## src/hw/rtl/afps_pkg.sv

```systemverilog
`timescale 1ns / 1ps
`default_nettype none

package afps_pkg;

  // Field widths of the channels.
  localparam int unsigned POWER_W    = 24;
  localparam int unsigned FREQ_W     = 16;
  localparam int unsigned SNR_W      = 16;
  localparam int unsigned PEAK_W     = 8;
  localparam int unsigned PSUM_W     = 27;

  // Configuration port.
  localparam int unsigned CFG_IDX_W  = 2;
  localparam int unsigned CFG_DATA_W = 9;
  localparam int unsigned BINS_W     = 9;
  localparam int unsigned DEPTH_W    = 4;

  localparam logic [CFG_IDX_W-1:0] CFG_MODE  = 2'd0;
  localparam logic [CFG_IDX_W-1:0] CFG_BINS  = 2'd1;
  localparam logic [CFG_IDX_W-1:0] CFG_DEPTH = 2'd2;

  localparam logic               MODE_RESET  = 1'b1;
  localparam logic [BINS_W-1:0]  BINS_RESET  = 9'd64;
  localparam logic [DEPTH_W-1:0] DEPTH_RESET = 4'd4;

  typedef enum logic [2:0] {
    ST_CLEAR,
    ST_IDLE,
    ST_SCAN,
    ST_FREQ,
    ST_DIV,
    ST_RESULT
  } ctrl_state_e;

  typedef struct packed {
    logic clear;
    logic store;
    logic start_scan;
    logic start_freq;
    logic start_div;
    logic load_result;
  } dp_cmd_t;

  typedef struct packed {
    logic clear_done;
    logic last_bin;
    logic scan_done;
    logic freq_done;
    logic div_done;
    logic out_free;
  } dp_status_t;

endpackage

`default_nettype wire

```

## src/hw/rtl/afps_ctrl.sv

```systemverilog
`timescale 1ns / 1ps
`default_nettype none

module afps_ctrl (
  input  wire logic                 clk_i,
  input  wire logic                 rst_ni,
  input  wire logic                 in_valid_i,
  output logic                      in_ready_o,
  input  wire afps_pkg::dp_status_t status_i,
  output afps_pkg::dp_cmd_t         cmd_o
);
  import afps_pkg::*;

  ctrl_state_e state_q, state_d;

  always_ff @(posedge clk_i or negedge rst_ni) begin
    if (!rst_ni) begin
      state_q <= ST_CLEAR;
    end else begin
      state_q <= state_d;
    end
  end

  always_comb begin
    state_d    = state_q;
    cmd_o      = '0;
    in_ready_o = 1'b0;
    case (state_q)
      ST_CLEAR: begin
        cmd_o.clear = 1'b1;
        if (status_i.clear_done) begin
          state_d = ST_IDLE;
        end
      end
      ST_IDLE: begin
        in_ready_o  = 1'b1;
        cmd_o.store = in_valid_i;
        if (in_valid_i && status_i.last_bin) begin
          cmd_o.start_scan = 1'b1;
          state_d          = ST_SCAN;
        end
      end
      ST_SCAN: begin
        if (status_i.scan_done) begin
          cmd_o.start_freq = 1'b1;
          state_d          = ST_FREQ;
        end
      end
      ST_FREQ: begin
        if (status_i.freq_done) begin
          cmd_o.start_div = 1'b1;
          state_d         = ST_DIV;
        end
      end
      ST_DIV: begin
        if (status_i.div_done) begin
          state_d = ST_RESULT;
        end
      end
      ST_RESULT: begin
        if (status_i.out_free) begin
          cmd_o.load_result = 1'b1;
          state_d           = ST_IDLE;
        end
      end
      default: begin
        state_d = ST_CLEAR;
      end
    endcase
  end

endmodule

`default_nettype wire

```

## config.mk

```make
export PLATFORM = sky130hd
export DESIGN_NAME = afps_ctrl
export DESIGN_NICKNAME = d
export VERILOG_FILES = /design/src/hw/rtl/afps_pkg.sv /design/src/hw/rtl/afps_ctrl.sv
export SDC_FILE = /design/constraint.sdc
export NUM_CORES = 1
export LEC_CHECK = 0
export BUFFER_PORTS_ARGS = -buffer_cell sky130_fd_sc_hd__buf_2
export CORE_AREA = 2 2 39 41
export CTS_CLUSTER_SIZE = 28
export DETAILED_ROUTE_END_ITERATION = 12
export DIE_AREA = 0 0 41 43
export PLACE_DENSITY = 0.38
export SETUP_SLACK_MARGIN = 0.15
export SLEW_MARGIN = 30
export SYNTH_ARGS = -nofsm -noshare
export SYNTH_HDL_FRONTEND = slang
export SYNTH_SLANG_ARGS = --single-unit
export TNS_END_PERCENT = 30
```

## constraint.sdc

```tcl
create_clock -name clk_i -period 3.5 [get_ports clk_i]
set_input_delay 0.525 -clock clk_i [delete_from_list [all_inputs] [get_ports clk_i]]
set_output_delay 0.525 -clock clk_i [all_outputs]
set_load 0.01 [all_outputs]
```

; Yosys cells after proc, flatten, opt, wreduce, memory -nomap -nowiden
; Cells that the tools add are included.
[op_classes]
n_mux = 17
n_reduce_logical = 3
eq_ne = 11
[op_table]
columns = op, count
row1 = $mux W3, 6
row2 = $pmux W3 S6, 1
row3 = $ne A2 B2 Y1 const B, 6
row4 = $mux W1, 9
row5 = $eq A3 B2 Y1 const B, 2
row6 = $eq A3 B3 Y1 const B, 2
row7 = $reduce_and A6 Y1, 1
row8 = $eq A3 B1 Y1 const B, 1
row9 = $logic_not A3 Y1, 1
row10 = $mux W2, 1
row11 = $logic_and A1 B1 Y1, 1
[word_totals]
elab_cells = 32
output_inout_bits = 7
register_bits = 3

; Depth between registers and ports, before layout
; Gate-level depths: netlist (run 1).
[logic_depth]
word_depth = 3
ltp_mapped = 3

; Least setup slack after synthesis (run 1)
; No wires, ideal clock.
[synth_timing]
path_kind = reg-to-output
startpoint = reg state_q[2]
endpoint = out cmd_o[3] (netlist bit)
arrival_ns = 1.135
path_slack_ns = 1.840
stages_incl_launch_ff = 4
t_required_ns = 2.975
n_path_buf = 1
cell_sequence = dfrtp_1 buf_6 nor3b_1 and3_1
[synth_lines]
columns = item, line_no
row1 = from (decl), afps_ctrl.sv:14  ; ctrl_state_e state_q, state_d;
row2 = from (signal assigned), afps_ctrl.sv:20  ; state_q <= state_d;
row3 = to (decl), afps_ctrl.sv:10  ; output afps_pkg::dp_cmd_t cmd_o

==> results of run 1 <==
[layout by cell type, fill, tap and decap left out]
cell       n
a21bo_2    1
a21oi_1    1
a31o_2     1
and2_1     1
and2b_2    1
and3_1     1
and4_2     1
and4b_2    1
buf_2     15
clkbuf_1   1
clkbuf_4   3
dfrtp_1    3
inv_1      1
mux2_4     1
mux4_2     1
nand2_1    1
nand3b_1   1
nand4b_1   1
nor2_1     1
nor3_1     1
nor3b_1    2
[where the power goes]
part	total, W	switching [W]	leakage, nW	internal (W)
sequential	0.0000869	0.0000350	0.0375	0.0000520
combinational	0.000138	0.0000573	0.125	0.0000808
clock	0.0000605	0.0000178	0.0150	0.0000427
total	0.000286	0.000110	0.178	0.000176
[routing by layer]
| metal | vias to the layer above | wire length, um | GRT usage (%) |
|---|---|---|---|
| met5 | - | 0 | 0 |
| met4 | 0 | 0 | 8.000 |
| met3 | 0 | 51 | 0 |
| met2 | 10 | 284 | 11.25 |
| met1 | 105 | 253 | 8.738 |
| li1 | 120 | - | - |
[cell type report]
cell class,instances,area [sq um]
fill,165,1036
multi-input combinational,17,147.6
sequential,3,75.07
timing repair buffer,15,75.07
clock buffer,4,26.28
tap,16,20.02
inverter,1,3.754
[per-stage QoR]
stage	hold slack (ps)	util, %	power (W)
3_5_place_dp	321.3	23.24	0.0002281
4_1_cts	67.38	25.14	0.0002935
3_3_place_gp	320.2	23.24	0.0002263
5_1_grt	72.28	25.14	0.0003128
2_1_floorplan	229.4	-	0.0001915
6_report	77.69	25.14	0.0002856
[worst max-delay path by stage]
stage	cells past startpoint	end	startpoint	slack, ps
after global placement	4	cmd_o[2]	status_i[3]	1910
final	3	cmd_o[3]	state_q[0]$_DFFE_PN0P_	1620
after CTS	3	cmd_o[3]	state_q[0]$_DFFE_PN0P_	1600
after detailed placement	3	cmd_o[3]	state_q[0]$_DFFE_PN0P_	1870
after global routing	3	cmd_o[3]	state_q[0]$_DFFE_PN0P_	1460
after floorplan	3	cmd_o[3]	state_q[2]$_DFFE_PN0P_	1840
[logic make-up (layout without fill, tap and decap cells)]
group / count (synthesis) / after routing / synth area share [%]
multiplexers: 2 / 2 / 15.46
AO/OA/AOI/OAI: 3 / 3 / 9.793
buffers and inverters: 3 / 20 / 8.244
flip-flops: 3 / 3 / 30.93
AND/OR/NAND/NOR: 12 / 12 / 35.57
==> flow_summary.yaml, run 1 <==
synthesis:
  synth_area_leaders: "dfrtp_1 (31%), mux4_2 (9.3%), mux2_4 (6.2%)"
  synth-edff-count: 0
  synthCells: 23
  ys_seq_area_share_pct: 30.93
  async_flop_share_pct: 100.0
  syn_area_sq_um: 242.7
  synth.most_common_cell: "dfrtp_1"
  ys_types: 20
  ys_seq_elements: 3
  yosysTopAreaCell: "dfrtp_1"
  synth_nets: 32
  yosys.area.top_type_share_pct: 30.93
  synth_common_cells: "dfrtp_1 (3), nor3b_1 (2)"
  yosys_most_used_dff: "dfrtp_1"
  avgSynthCellArea_sq_um: 10.55
  ys_warn_count: 0
critical_path:
  r2r_end: "state_q[0]$_DFFE_PN0P_"
  cp_num_buf_inv: 1
  reg2regPathDepth: 2
  path_cells: "nor3b_1 > and3_1 > buf_2"
  cp_top_family: "simple AND/OR/NAND/NOR gates"
  slowest_stage: "dfrtp_1"
  reg2reg_from: "state_q[2]$_DFFE_PN0P_"
  arrival_ps: 1360
  critPathMaxFanout: 9
  crit_type: "reg -> out"
  start_kind: "flop"
  r2r_slack_ps: 2070
  cpPeakStageDelay_ps: 480
  end_kind: "primary output"
  cp.required_ps: 2970
detailed_routing:
  firstDrtPassIters: 2
  avgViaCountPerCell: 4.196
  routed_wl_um: 589
  drt-initial-drc-count: 1
  vias: 235
  ant_nets: 0
  route.detailed.drc: 0
  wl_per_cell_um: 10.52
pwr:
  p_per_area_nw_per_um2: 821.0
  max-vdd-ir-drop_mv: 0.2029
  power.leakage_nw: 0.1779
clock_tree:
  postCtsHoldBufs: 0
  cts_tree: "built"
  cts.sinks: 3
  cts_setup_buffers: 0
  ctsHtreeMaxLevel: 1
  clkTransAtPathRegs_ps: 40
  clockBufferDepth: 2
  root_buffer: "clkbuf_4"
  ctsResizeCount: 0
  clock_latency_ps: 230
  cts_buffers: 3
hold_path:
  holdCritPathClass: "in -> async"
run_status:
  status: "finished clean"
die:
  dieArea_sq_um: 1763
  die_h_um: 43
  rows: 14
  start_util_pct: 17.54
  core_area_sq_um: 1384
  ioPinCount: 16
  die_w_um: 41
timing:
  clock_skew_ps: 1.869
  slew_headroom_pct: 80.66
  hold_viol_final: 0
  min_period_over_period_pct: 53.83
  grt_setup_unrepaired: "no"
  period_needed_ps: 1884
  tightest_slew_ps: 289.4
  max_freq_ghz: 0.5308
  report.final.slew_viol_count: 0
  fin_setup_tns_ps: 0
  setup_slack_ps: 1616
  setup_viol: 0
final_layout:
  nNetsFinal: 50
  regMostFlops: "state_q"
  n_antenna_cell: 0
  syn2layout_area_growth_pct: 43.30
  largest_reg_flops: 3
  top_regs: "state_q (3)"
  fin_area_sq_um: 347.8
  fin_cells: 56
  layout-drive-gt1-share_pct: 62.50
placed_design:
  pre_cts_slack_ps: 1868
  dpl.cell_count: 52
  hpwlAfterDp_um: 444.5
  gp_congestion: 0.6296
  io_buffers: 15
  placed_area_sq_um: 321.6
job:
  max_cap_violations: 0
global_route:
  grt_overflow: 0
  antenna_found_initial: 0
  grt_pass1_vias: 238
  grt_pass1_wl_um: 890
  grt_usage_pct: 7.545
  grt_max_degree: 11
No activity file was read; power rests on OpenSTA's default activity.
==> run 2: changes to the inputs <==
clock period = 1.79 ns   (was 3.5 ns; I/O delays follow)
==> flow_summary.yaml, run 2 (synthesized netlist as in run 1, its figures left out) <==
die:
  start_util_pct: 17.54
  die_w_um: 41
  core_area_sq_um: 1384
  ioPinCount: 16
  rows: 14
  die_h_um: 43
  dieArea_sq_um: 1763
global_route:
  grt_pass1_wl_mm: 1.035
  grt_pass1_vias: 253
  antenna_found_initial: 0
  grt_overflow: 0
  grt_max_degree: 11
  grt_usage_pct: 9.063
clock_tree:
  cts_tree: "built"
  ctsHtreeMaxLevel: 1
  cts_setup_buffers: 0
  cts.sinks: 3
  clock_latency_ps: 230
  cts_buffers: 3
  clkTransAtPathRegs_ps: 40
  clockBufferDepth: 2
  root_buffer: "clkbuf_4"
pwr:
  clock_power_share_pct: 19.9
  internal-power_w: 0.0003669
  pwr-share-seq_pct: 26.5
  power.leakage_nw: 0.1880
  p_per_area_nw_per_um2: 1590
  combPwrFrac_pct: 53.6
  max-vdd-ir-drop_mv: 0.3523
  netSwitchingPower_w: 0.0002241
  p_sw_share_pct: 37.92
critical_path:
  arrival_ps: 1250
  slowest_stage: "dfrtp_2"
  reg2regPathDepth: 2
  path_cells: "nor3b_2 > and3_1 > buf_2"
  cp.required_ps: 1520
  start_kind: "flop"
  crit_type: "reg -> out"
  critPathMaxFanout: 10
  cpPeakStageDelay_ps: 460
  end_kind: "primary output"
timing:
  tightest_slew_ps: 197.1
  min_period_over_period_pct: 84.83
  slew_headroom_pct: 86.81
  fin_setup_tns_ps: 0
  report.final.slew_viol_count: 0
  grt_setup_unrepaired: "no"
  setup_viol: 0
  period_needed_ps: 1518
  hold_viol_final: 0
  setup_slack_ps: 271.6
  max_freq_ghz: 0.6586
  clock_skew_ps: 2.268
job:
  max_cap_violations: 0
detailed_routing:
  vias: 250
  drt-initial-drc-count: 5
  wl_per_cell_um: 10.67
  firstDrtPassIters: 2
  avgViaCountPerCell: 4.310
  route.detailed.drc: 0
  routed_wl_um: 619
  ant_nets: 0
final_layout:
  nNetsFinal: 52
  final_util_pct: 26.85
  n_antenna_cell: 0
  regMostFlops: "state_q"
  mostFrequentLayoutCell: "buf_2"
  multi_input_area_sq_um: 152.6
  regArea_sq_um: 76.32
  nFillCells: 163
  syn2layout_area_growth_pct: 53.09
  top_regs: "state_q (3)"
  layout-drive-gt1-share_pct: 66.67
  largest_reg_flops: 3
  final_cell_mix: "buf_2 (15), clkbuf_4 (3), dfrtp_1 (2)"
placed_design:
  io_buffers: 15
  hpwlAfterDp_um: 506.6
  pre_cts_slack_ps: 386.9
  gp_congestion: 0.6658
hold_path:
  hold_depth: 3
  holdCritPathClass: "in -> reg"
run_status:
  status: "finished clean"
run 2: worst max-delay path, delay by kind of cell (launching register included):
family        cells  cell delay [ps]
buf+inv           1              120
flops             1              460
simple gates      2              430
run 2: layer usage:
| metal | vias to the layer above | global-route usage (%) | share of wire, % |
|---|---|---|---|
| li1 | 122 | - | - |
| met1 | 118 | 12.01 | 42 |
| met2 | 10 | 10.63 | 49 |
| met3 | 0 | 2.094 | 8.6 |
| met4 | 0 | 10.00 | 0 |
| met5 | - | 0 | 0 |
run 2: area by class of cell:
cell class / instances / area share, %
multi-input cells: 17 / 41.08
repair buffers: 17 / 24.92
flip-flops and latches: 3 / 20.54
clock buffers: 4 / 7.071
well taps: 16 / 5.387
inverters: 1 / 1.010
run 2: repair_timing:
| action | 4_1_cts | 5_1_grt |
|---|---|---|
| hold buffers | 1 | 0 |
| setup endpoints to repair | 1 | 2 |
| gates resized for setup | 1 | 1 |
| pin swaps | 0 | 1 |
| hold endpoints to repair | 3 | 0 |
run 2: final timing paths:
kind,startpoint,to,slack (ps)
max,state_q[2]$_DFFE_PN0P_,cmd_o[3],270
min,status_i[4],state_q[1]$_DFFE_PN0P_,350
max reg2reg,state_q[2]$_DFFE_PN0P_,state_q[0]$_DFFE_PN0P_,440
min reg2reg,state_q[2]$_DFFE_PN0P_,state_q[1]$_DFFE_PN0P_,550
max in group asynchronous,rst_ni,state_q[2]$_DFFE_PN0P_,1310
min in group asynchronous,rst_ni,state_q[0]$_DFFE_PN0P_,360
run 2: through the flow:
step           total power [W]  std cells  hold slack [ps]  cell area, sq um
5_1_grt              0.0006476         58            356.7             371.6
3_3_place_gp         0.0004613         53            69.29             329.1
6_report             0.0005910         58            351.1             371.6
2_1_floorplan        0.0003744         23           -27.09             242.7
4_1_cts              0.0006002         58            344.1             370.4
3_5_place_dp         0.0004640         53            69.56             329.1
run 2: power by group through the flow:
stage,clock (W),sequential (W),combinational (W)
after floorplan,0,0.000119,0.000256
after detailed placement,0,0.000152,0.000312
after global placement,0,0.000153,0.000309
final,0.000118,0.000157,0.000317
after CTS,0.000124,0.000155,0.000322
after global routing,0.000136,0.000166,0.000346
==> run 3: changes to the inputs <==
ABC_AREA = 1   (was default)
PLACE_DENSITY = 0.41   (was 0.38)
clock period = 1.5 ns   (was 1.79 ns; I/O delays follow)
==> flow_summary.yaml, run 3 <==
final_layout:
  fin_cells: 90
  syn2layout_area_growth_pct: 62.78
  nFillCells: 166
  mostFrequentLayoutCell: "buf_2"
  regMostFlops: "state_q"
  n_antenna_cell: 0
  final_cell_mix: "buf_2 (15), nand2_1 (14), inv_1 (9)"
  largest_reg_flops: 3
  top_regs: "state_q (3)"
  nNetsFinal: 84
  layout-drive-gt1-share_pct: 44.59
die:
  die_w_um: 41
  core_area_sq_um: 1384
  rows: 14
  start_util_pct: 20.16
  die_h_um: 43
  dieArea_sq_um: 1763
  ioPinCount: 16
detailed_routing:
  ant_nets: 0
  firstDrtPassIters: 4
  vias: 372
  wl_met3_um: 47
  top_layer: "met3"
  avgViaCountPerCell: 4.133
  routed_wl_um: 743
  met1Wirelength_um: 311
  route.detailed.drc: 0
  wl_met2_um: 385
  drt-initial-drc-count: 6
  wl_per_cell_um: 8.256
clock_tree:
  clock_latency_ps: 230
  root_buffer: "clkbuf_4"
  cts_tree: "built"
  clkTransAtPathRegs_ps: 40
  ctsHtreeMaxLevel: 1
  clockBufferDepth: 2
  cts.sinks: 3
  cts_buffers: 3
global_route:
  grt_usage_pct: 10.28
  grt_overflow: 0
  grt_pass1_vias: 317
  antenna_found_initial: 0
  grt_max_degree: 8
  grt_pass1_wl_mm: 1.228
timing:
  clock_skew_ps: 4.062
  hold_viol_final: 0
  hold_ws_ps: 318.0
  max_freq_ghz: 0.7400
  report.final.slew_viol_count: 0
  setup_viol: 0
  grt_setup_unrepaired: "yes"
  min_period_over_period_pct: 90.09
  fin_setup_tns_ps: 0
  tightest_slew_ps: 218.6
  slew_headroom_pct: 85.37
  period_needed_ps: 1351
synthesis:
  synthCells: 51
  yosys.area.top_type_share_pct: 26.91
  ys_warn_count: 0
  avgSynthCellArea_sq_um: 5.471
  synth_common_cells: "nand2_1 (15), inv_1 (11), nor2_1 (9), nand3_1 (4)"
  ys_seq_area_share_pct: 26.91
  ys_seq_elements: 3
  synth-edff-count: 0
  synth_area_leaders: "dfrtp_1 (27%), nand2_1 (20%), inv_1 (15%)"
  yosys_most_used_dff: "dfrtp_1"
  async_flop_share_pct: 100.0
  ys_types: 11
  yosysTopAreaCell: "dfrtp_1"
  synth.most_common_cell: "nand2_1"
  synth_nets: 60
  syn_area_sq_um: 279.0
placed_design:
  io_buffers: 15
  hpwlAfterDp_um: 573.1
  dpl.cell_count: 82
  gp_congestion: 0.7873
critical_path:
  arrival_ps: 1130
  cp.required_ps: 1270
  critPathMaxFanout: 6
  start_kind: "flop"
  crit_type: "reg -> out"
  end_kind: "primary output"
pwr:
  max-vdd-ir-drop_mv: 0.4404
  power.leakage_nw: 0.2740
  p_per_area_nw_per_um2: 1867
run_status:
  status: "finished clean"
hold_path:
  holdCritPathClass: "in -> async"
job:
  max_cap_violations: 0
## run 3: final timing paths
path | start | end | slack (ps) | depth (start not counted)
min in group clk_i | status_i[2] | state_q[1]$_DFFE_PN0P_ | 380 | 6
worst min-delay path | rst_ni | state_q[0]$_DFFE_PN0P_ | 320 | 2
worst max register to register | state_q[1]$_DFFE_PN0P_ | state_q[0]$_DFFE_PN0P_ | 310 | 8
worst min register to register | state_q[0]$_DFFE_PN0P_ | state_q[0]$_DFFE_PN0P_ | 580 | 2
max in group asynchronous | rst_ni | state_q[1]$_DFFE_PN0P_ | 1060 | 2
worst max-delay path | state_q[0]$_DFFE_PN0P_ | cmd_o[3] | 150 | 5
## run 3: cell type report
type	instances	area (sq um)	area share, %
multi-input cells	37	180.2	39.67
repair buffers	19	107.6	23.69
flip-flops and latches	3	78.83	17.36
inverters	11	41.29	9.091
clock buffers	4	26.28	5.785
well taps	16	20.02	4.408
## run 3: what timing repair did
item                                   CTS  global route
resized for setup                        9             1
setup endpoints to repair                7             6
hold buffers                             1             0
endpoints found under the hold margin    3             0
setup buffers                            3             0
## run 3: cell families after synthesis
logic type             count (synthesis)  synth area share (%)
AO/OA/AOI/OAI                          2                 3.584
buffers and inverters                 11                 14.80
flip-flops                             3                 26.91
AND/OR/NAND/NOR                       35                 54.71
## run 3: routing by layer
metal  GRT usage, %  up-vias
li1               -      202
met1          13.03      160
met2          14.69       10
met3          4.712        0
met4          4.000        0
met5              0        -
## run 3: per-stage QoR
step	setup WS (ps)	total power, W	cell area [sq um]	utilization, %
floorplan	441.0	0.0004688	279.0	-
global placement	259.1	0.0006079	374.1	27.03
detailed placement	299.4	0.0005984	374.1	27.03
CTS	137.5	0.0008554	451.7	32.64
global route	74.98	0.0009341	454.2	32.82
finish	148.6	0.0008481	454.2	32.82
## run 3: critical path: stages, from the launching register on
cell and delay [ps]:
dfrtp_2 430, inv_2 60, nor2_4 100, nand2_2 80, nor2_1 90, buf_2 130
## run 3: where the power goes
| group | total (W) | switching, W | leakage [nW] | internal, W |
|---|---|---|---|---|
| sequential | 0.000198 | 0.0000737 | 0.0342 | 0.000124 |
| clock | 0.000139 | 0.0000395 | 0.0150 | 0.0000995 |
| combinational | 0.000511 | 0.000288 | 0.225 | 0.000224 |
| total | 0.000848 | 0.000401 | 0.274 | 0.000447 |
